<file path="src/sv/slmf_pkg.sv">
// shared types and constants for the suffix maximum leader filter
package slmf_pkg;

   localparam int MAX_ELEMENTS_DEFAULT = 64;
   localparam int VALUE_WIDTH          = 32;

   typedef enum logic [2:0] {
      ST_IDLE,
      ST_CMP,
      ST_LOAD,
      ST_EMIT_RD,
      ST_EMIT_LOAD
   } state_type;

   typedef struct packed {
      logic latch_in;
      logic pop;
      logic load_top;
      logic push;
      logic emit_rd;
      logic emit_load;
      logic clear;
   } cmd_type;

   typedef struct packed {
      logic top_less;
      logic is_final;
      logic emit_last;
      logic out_free;
   } stat_type;

endpackage

</file>
<file path="src/sv/slmf_ctrl.sv">
// controller state machine for the suffix maximum leader filter
module slmf_ctrl (
   input  logic              clock,
   input  logic              reset,
   input  logic              req_tvalid,
   output logic              req_tready,
   output slmf_pkg::cmd_type cmd,
   input  slmf_pkg::stat_type stat
);
   import slmf_pkg::*;

   state_type state_ff;
   state_type state_in;

   always_ff @(posedge clock) begin
      if (reset) begin
         state_ff <= ST_IDLE;
      end else begin
         state_ff <= state_in;
      end
   end

   always_comb begin
      state_in   = state_ff;
      cmd        = '0;
      req_tready = 1'b0;
      case (state_ff)
         ST_IDLE: begin
            req_tready = 1'b1;
            if (req_tvalid) begin
               cmd.latch_in = 1'b1;
               state_in     = ST_CMP;
            end
         end
         ST_CMP: begin
            if (stat.top_less) begin
               cmd.pop  = 1'b1;
               state_in = ST_LOAD;
            end else begin
               cmd.push = 1'b1;
               state_in = stat.is_final ? ST_EMIT_RD : ST_IDLE;
            end
         end
         ST_LOAD: begin
            cmd.load_top = 1'b1;
            state_in     = ST_CMP;
         end
         ST_EMIT_RD: begin
            cmd.emit_rd = 1'b1;
            state_in    = ST_EMIT_LOAD;
         end
         ST_EMIT_LOAD: begin
            if (stat.out_free) begin
               cmd.emit_load = 1'b1;
               if (stat.emit_last) begin
                  cmd.clear = 1'b1;
                  state_in  = ST_IDLE;
               end else begin
                  state_in  = ST_EMIT_RD;
               end
            end
         end
         default: begin
            state_in = ST_IDLE;
         end
      endcase
   end

endmodule

</file>
<file path="src/sv/slmf_dpath.sv">
// survivor stack memory, counters and output register
module slmf_dpath #(
   parameter int MAX_ELEMENTS = slmf_pkg::MAX_ELEMENTS_DEFAULT
) (
   input  logic                                clock,
   input  logic                                reset,
   input  logic [slmf_pkg::VALUE_WIDTH-1:0]    in_value,
   input  logic                                in_final,
   input  slmf_pkg::cmd_type                   cmd,
   output slmf_pkg::stat_type                  stat,
   output logic                                out_valid,
   input  logic                                out_ready,
   output logic [slmf_pkg::VALUE_WIDTH-1:0]    out_value,
   output logic                                out_last,
   output logic                                out_ovf
);
   import slmf_pkg::*;

   localparam int CW = $clog2(MAX_ELEMENTS + 1);
   localparam int AW = $clog2(MAX_ELEMENTS);

   logic [VALUE_WIDTH-1:0] mem [MAX_ELEMENTS];

   logic [VALUE_WIDTH-1:0] val_ff, top_ff, rd_ff, out_value_ff;
   logic                   fin_ff, out_last_ff, out_ovf_ff;
   logic [CW-1:0]          count_ff, count_in;
   logic                   ovf_ff, ovf_in, out_valid_ff, out_valid_in;
   logic [AW-1:0]          idx_ff, idx_in;

   logic [CW-1:0] below_top;
   logic [AW-1:0] rd_addr;
   logic          rd_en, full, wr_en;

   assign full      = (count_ff == CW'(MAX_ELEMENTS));
   assign wr_en     = cmd.push && !full;
   assign below_top = count_ff - CW'(2);
   assign rd_en     = cmd.pop || cmd.emit_rd;
   assign rd_addr   = cmd.pop ? below_top[AW-1:0] : idx_ff;

   assign stat.top_less  = (count_ff != '0) && ($signed(top_ff) < $signed(val_ff));
   assign stat.is_final  = fin_ff;
   assign stat.emit_last = ((CW'(idx_ff) + CW'(1)) == count_ff);
   assign stat.out_free  = !out_valid_ff || out_ready;

   // stack storage
   always_ff @(posedge clock) begin
      if (wr_en) begin
         mem[count_ff[AW-1:0]] <= val_ff;
      end
      if (rd_en) begin
         rd_ff <= mem[rd_addr];
      end
   end

   // payload registers
   always_ff @(posedge clock) begin
      if (cmd.latch_in) begin
         val_ff <= in_value;
         fin_ff <= in_final;
      end
      if (wr_en) begin
         top_ff <= val_ff;
      end else if (cmd.load_top) begin
         top_ff <= rd_ff;
      end
      if (cmd.emit_load) begin
         out_value_ff <= rd_ff;
         out_last_ff  <= stat.emit_last;
         out_ovf_ff   <= ovf_ff;
      end
   end

   always_comb begin
      count_in     = count_ff;
      ovf_in       = ovf_ff;
      idx_in       = idx_ff;
      out_valid_in = out_valid_ff;
      if (cmd.pop) begin
         count_in = count_ff - CW'(1);
      end
      if (wr_en) begin
         count_in = count_ff + CW'(1);
      end
      if (cmd.push && full) begin
         ovf_in = 1'b1;
      end
      if (out_valid_ff && out_ready) begin
         out_valid_in = 1'b0;
      end
      if (cmd.emit_load) begin
         out_valid_in = 1'b1;
         idx_in       = idx_ff + AW'(1);
      end
      if (cmd.clear) begin
         count_in = '0;
         ovf_in   = 1'b0;
         idx_in   = '0;
      end
   end

   always_ff @(posedge clock) begin
      if (reset) begin
         count_ff     <= '0;
         ovf_ff       <= 1'b0;
         idx_ff       <= '0;
         out_valid_ff <= 1'b0;
      end else begin
         count_ff     <= count_in;
         ovf_ff       <= ovf_in;
         idx_ff       <= idx_in;
         out_valid_ff <= out_valid_in;
      end
   end

   assign out_valid = out_valid_ff;
   assign out_value = out_value_ff;
   assign out_last  = out_last_ff;
   assign out_ovf   = out_ovf_ff;

endmodule

</file>
<file path="src/sv/suffix_maximum_leader_filter.sv">
// top level of the suffix maximum leader filter
//
//   channel  direction  tdata             tlast       tuser
//   req_     in         [31:0] value      is_final    -
//   rsp_     out        [31:0] kept_value end_of_run  [0] overflowed
//
// an input beat is accepted in idle; each stack entry it removes takes a compare
// state that pops through the stack memory read port and a load state for the new top,
// then it is pushed; a final beat emits each survivor through the same read port
// reset is synchronous and clears the stack count, overflow flag, emit index and output valid flag
// a stalled output beat holds the emit loop; a new input beat is taken while the
// last beat of a run still waits
module suffix_maximum_leader_filter #(
   parameter int MAX_ELEMENTS = slmf_pkg::MAX_ELEMENTS_DEFAULT
) (
   input  logic        clock,
   input  logic        reset,
   input  logic        req_tvalid,
   output logic        req_tready,
   input  logic [31:0] req_tdata,   // [31:0] value
   input  logic        req_tlast,
   output logic        rsp_tvalid,
   input  logic        rsp_tready,
   output logic [31:0] rsp_tdata,   // [31:0] kept_value
   output logic        rsp_tlast,
   output logic [0:0]  rsp_tuser    // [0] overflowed
);
   import slmf_pkg::*;

   cmd_type  cmd;
   stat_type stat;

   slmf_ctrl u_ctrl (
      .clock      (clock),
      .reset      (reset),
      .req_tvalid (req_tvalid),
      .req_tready (req_tready),
      .cmd        (cmd),
      .stat       (stat)
   );

   slmf_dpath #(
      .MAX_ELEMENTS (MAX_ELEMENTS)
   ) u_dpath (
      .clock     (clock),
      .reset     (reset),
      .in_value  (req_tdata),
      .in_final  (req_tlast),
      .cmd       (cmd),
      .stat      (stat),
      .out_valid (rsp_tvalid),
      .out_ready (rsp_tready),
      .out_value (rsp_tdata),
      .out_last  (rsp_tlast),
      .out_ovf   (rsp_tuser[0])
   );

endmodule

</file>
<file path="config.mk">
export PLATFORM = sky130hd
export DESIGN_NAME = suffix_maximum_leader_filter
export DESIGN_NICKNAME = d
export VERILOG_FILES = /design/src/sv/slmf_pkg.sv /design/src/sv/slmf_ctrl.sv /design/src/sv/slmf_dpath.sv /design/src/sv/suffix_maximum_leader_filter.sv
export SDC_FILE = /design/constraint.sdc
export NUM_CORES = 2
export LEC_CHECK = 0
export BUFFER_PORTS_ARGS = -buffer_cell sky130_fd_sc_hd__clkbuf_2
export CAP_MARGIN = 20
export CORE_MARGIN = 5
export CORE_UTILIZATION = 31
export CTS_CLUSTER_SIZE = 10
export DETAILED_ROUTE_END_ITERATION = 6
export SLEW_MARGIN = 10
export SYNTH_ARGS = -nofsm -noshare
export SYNTH_HDL_FRONTEND = slang
export SYNTH_SLANG_ARGS = --single-unit
</file>
<file path="constraint.sdc">
create_clock -name clock -period 12.2 [get_ports clock]
set_input_delay 0.61 -clock clock [delete_from_list [all_inputs] [get_ports clock]]
set_output_delay 0.61 -clock clock [all_outputs]
set_load 0.1 [all_outputs]
</file>
==> flow_results.org <==
** Worst setup path
- Grouping stages by cell kind, the critical path spends the most delay in buffers and inverters.
- By instance count, the cell type seen most on the critical path is buf_12.
- The critical path is of the register to register type.
- CP max FO :: between 100 and 150
- CP Buf/Inv Count :: 4
- STA classifies the critical path startpoint as a register.
- In this design, the stage delay of the slowest critical-path cell is 0.78 ns.
- The critical path goes through buf_4 > inv_1 > ha_1 > nand4_1 > nor3_1 > a211oi_2 > o31ai_4 > nor3_2 > mux2_8 > nor2_8 > buf_12 > buf_12 > mux2i_1 > o22a_1 > a31oi_1 > a2111o_1.
- Critical Path Slowest Stage Cell :: a31oi_1
- STA classifies the critical path endpoint as a register.
- At the worst endpoint, the arrival time is approximately 8.5 ns.
- At the worst endpoint, the required time is 12.91 ns.

** CTS
- Number of hold-repair buffers added at the cts stage :: 27
- H-tree levels :: 4
- The tree is rooted in a clkbuf_16.
- Clk slew on worst S/H paths :: 0.05 ns
- The clock passes through at most 3 buffers.
- Clock latency of the later-clocked register in the worst-skew pair :: slightly below 0.9 ns
- Clk sink count :: ~2.2k
- CTS buffer count :: 241
- TritonCTS clock tree :: yes
- Post CTS Setup Buffer Count :: 0
- Once the clock tree was built, the resizer swapped 0 gates to a different size.

** Floorplanning
- The floorplan step set the die width to 538.8 um.
- After floorplanning, the core was sized to cover 278900 um^2.
- For this configuration, the core starts out at a cell density of 0.3108.
- The die covers 290300 um^2.
- Row generation in the floorplan step produced 194 rows.
- During I/O placement, the number of pins put on the boundary was 73.
- Die outline height :: 538.8 um

** Synthesis
- Sequential element share of the synthesized area :: 0.7590
- Post-Synthesis Cells :: around 5.4k
- The Yosys step of the flow raised 0 warnings.
- Fraction of registers with async set/reset :: 0
- Most area-consuming cells after synthesis :: edfxtp_1 (75%), mux2i_1 (7.6%), o21ai_0 (2.5%)
- Avg Cell Area, Syn :: 16.07 um^2
- Number of synthesized register bits :: 2197
- Counting distinct cell types in the post-synthesis netlist gives between 50 and 60.
- The largest total area in the synthesized netlist belongs to edfxtp_1.
- Syn_nets :: 5476
- Portion of synthesized cell area occupied by the leading cell type :: 0.7549
- Summing every instance area after synthesis gives about 87000 um^2.
- For this run, the leading register cell type out of synthesis is edfxtp_1.
- Number of flops mapped to enable cells by yosys :: about 2.2k

** Finish
- Post-Route Utilization :: 0.3551
- Final non-filler cell total :: between 9k and 10k
- In the final design database the tool counted 5622 nets.
- Relative to the synthesized area, the layout overhead comes to 14.27%.
- Fill cell count :: 25.96k
- Share of final-layout standard cells stronger than drive strength 1 :: 0.1124

** Timing
- For the finished layout, the period the worst path requires is 7.804 ns.
- The worst pin sits at a relative slew slack of 0.2126.
- The number of failing hold endpoints at the final stage was 0.
- Maximum clock rate :: between 0.1 and 0.15 GHz
- For the pin with the worst max-slew slack, the measured transition is roughly 1.2 ns.
- Setup clock skew after layout :: 0.05033 ns
- Fin. max-slew vios :: 0
- Aggregate negative setup slack :: 0 ns
- Setup violations remaining at the end of the flow were counted as 0.
- Setup repair after global routing left no endpoint under its margin.
- Dividing the final minimum period by the clock period gives 0.6397.

** Global routing
- Global-route wire length before repair :: between 300 and 400 mm
- Across every metal layer, demand over resource in global routing totals 0.1785.
- The via count of the first global-routing pass came to 49.94k.
- The initial antenna violation count is 20.
- For this run the aggregate overflow at the end of global routing stands at 0.
- Pin count of the biggest net entering global routing :: about 140

** Route
- Via count :: 51.86k
- Wirelength, routed :: 271.3 mm
- Number of detailed-routing iterations run before antenna repair :: 6
- Detail-routed via count per cell :: 5.561
- Violation count after the first detailed-routing iteration :: 7368
- Routed wire per std cell :: around 29 um
- After detailed routing, the number of remaining DRC violations is 0.
- Number of routed nets with antenna violations :: 0

** Worst hold path
- The worst hold path belongs to the class primary input to register.

** Power and ir drop
- Switch share :: 0.2925
- Across the VDD grid, the largest voltage drop is 0.0001555 V.
- Cell internal power was estimated by the tool at around 13 mW.
- For this design the static power due to leakage is 28.98 nW.
- Part of the total power dissipated in combinational logic :: 0.174
- In this run the power spent charging and discharging nets is 5.356 mW.
- Share of power burned in the clock network :: 0.346
- In this run the power density over the cells is 184.9 nW/um^2.
- Sequential share of power :: 0.480

** Place
- # port buffers :: 72
- Detailed placement ended at an HPWL of 143.4 mm.
- In this run, placement finished with an instance count of roughly 9.0k.
- At the end of routability-driven placement, the weighted congestion stood at approximately 0.84.

** Job
- Number of max-cap violations :: 0

** Status
- The run finished with clean final reports.
registers in the layout (all words and copies together) (netlist names):
name	count
u_dpath.mem	2048
u_dpath.out_value	32
u_dpath.rd_ff	32
u_dpath.top_ff	32
u_dpath.val_ff	32
u_dpath.count_ff	7
u_dpath.idx_ff	6
u_ctrl.state_ff	3
u_dpath.fin_ff	1
u_dpath.out_last	1
u_dpath.out_ovf	1
u_dpath.out_valid	1
u_dpath.ovf_ff	1
through the flow:
stage	total power, mW	instance area [um^2]	setup slack (ns)	hold WS, ns
6_report	18.31	99050	4.396	0.05460
5_1_grt	18.82	99030	4.241	0.02993
4_1_cts	18.33	99020	4.674	0.001892
3_5_place_dp	12.06	92230	4.717	0.4514
3_3_place_gp	12.02	92200	4.902	0.4435
2_1_floorplan	10.62	86680	6.904	0.4088
layout by cell type, fill, tap and decap left out, types with 6 or more instances in the layout:
master | Yosys | final
clkbuf_16 | 0 | 242
inv_1 | 36 | 36
xnor2_1 | 13 | 13
a21oi_1 | 407 | 407
o22a_1 | 192 | 192
nor3_1 | 8 | 8
buf_4 | 55 | 178
ha_1 | 43 | 43
nor2_1 | 110 | 45
dfxtp_1 | 18 | 18
nand4_1 | 6 | 6
diode_2 | 0 | 8
mux2i_4 | 0 | 9
nand3_1 | 387 | 387
a2111o_1 | 32 | 32
nand2_1 | 70 | 68
edfxtp_1 | 2179 | 2179
a21o_1 | 6 | 6
o21ai_0 | 426 | 426
clkbuf_1 | 251 | 32
or4_1 | 32 | 32
clkbuf_2 | 0 | 72
nor2_4 | 0 | 65
nor4_1 | 98 | 97
a31oi_1 | 97 | 93
buf_12 | 0 | 14
o22ai_1 | 128 | 128
xor2_1 | 7 | 7
mux2i_1 | 655 | 646
dlygate4sd3_1 | 0 | 27
power groups by stage:
stage | Clock, mW | Sequential, mW | Combinational (mW)
5_1_grt | 6.72 | 8.79 | 3.32
3_5_place_dp | 0 | 8.94 | 3.12
3_3_place_gp | 0 | 8.93 | 3.09
6_report | 6.33 | 8.79 | 3.19
2_1_floorplan | 0 | 8.93 | 1.69
4_1_cts | 6.41 | 8.78 | 3.14
final cells by class:
class	count	area [um^2]	area share
multi-input cells	2774	19670	0.1986
well taps	3724	4659	0.04704
flip-flops and latches	2197	65790	0.6643
inverters	36	135.1	0.001364
repair buffers	291	2247	0.02269
clock buffers	276	6203	0.06263
clock inverters	20	316.6	0.003196
diodes	8	20.02	0.0002021
routing by layer:
metal | track usage | part of all wire
met1 | 0.2453 | 0.40
met2 | 0.2793 | 0.46
met3 | 0.03490 | 0.10
met4 | 0.06994 | 0.043
met5 | 0 | 0.000052
Yosys cell counts (3+ instances only):
cell type	instances
edfxtp_1	2179
mux2i_1	655
o21ai_0	426
a21oi_1	407
nand3_1	387
clkbuf_1	251
o22a_1	192
o22ai_1	128
nor2_1	110
nor4_1	98
a31oi_1	97
nand2_1	70
buf_2	59
buf_4	55
ha_1	43
inv_1	36
a2111o_1	32
or4_1	32
buf_1	18
dfxtp_1	18
xnor2_1	13
nor3_1	8
xor2_1	7
a21o_1	6
nand4_1	6
a211oi_1	5
nand2b_1	5
and3_1	4
buf_6	4
nand3b_1	4
nor2b_1	4
and2_1	3
nor3b_1	3
worst paths after layout:
check,start,end,slack (ns),cells past startpoint
setup / recovery,u_dpath.val_ff[27],u_dpath.rd_ff[8],4.40,16
setup reg to reg,u_dpath.val_ff[27],u_dpath.rd_ff[8],4.40,16
hold reg to reg,u_dpath.ovf_ff,u_dpath.out_ovf,0.46,0
hold / removal,req_tdata[2],u_dpath.val_ff[2],0.05,1
logic make-up after synthesis:
family                     count (synthesis)  share of synthesized area
AOI/OAI and AO/OA                       1307                    0.09068
xor gates and xnor gates                  20                   0.002021
adders and majority gates                 44                   0.006438
buffers and inverters                    424                    0.02198
DFF                                     2197                     0.7590
muxes                                    657                    0.07590
and+or+nand+nor                          746                    0.04395
(Power assumes the default switching activity.)
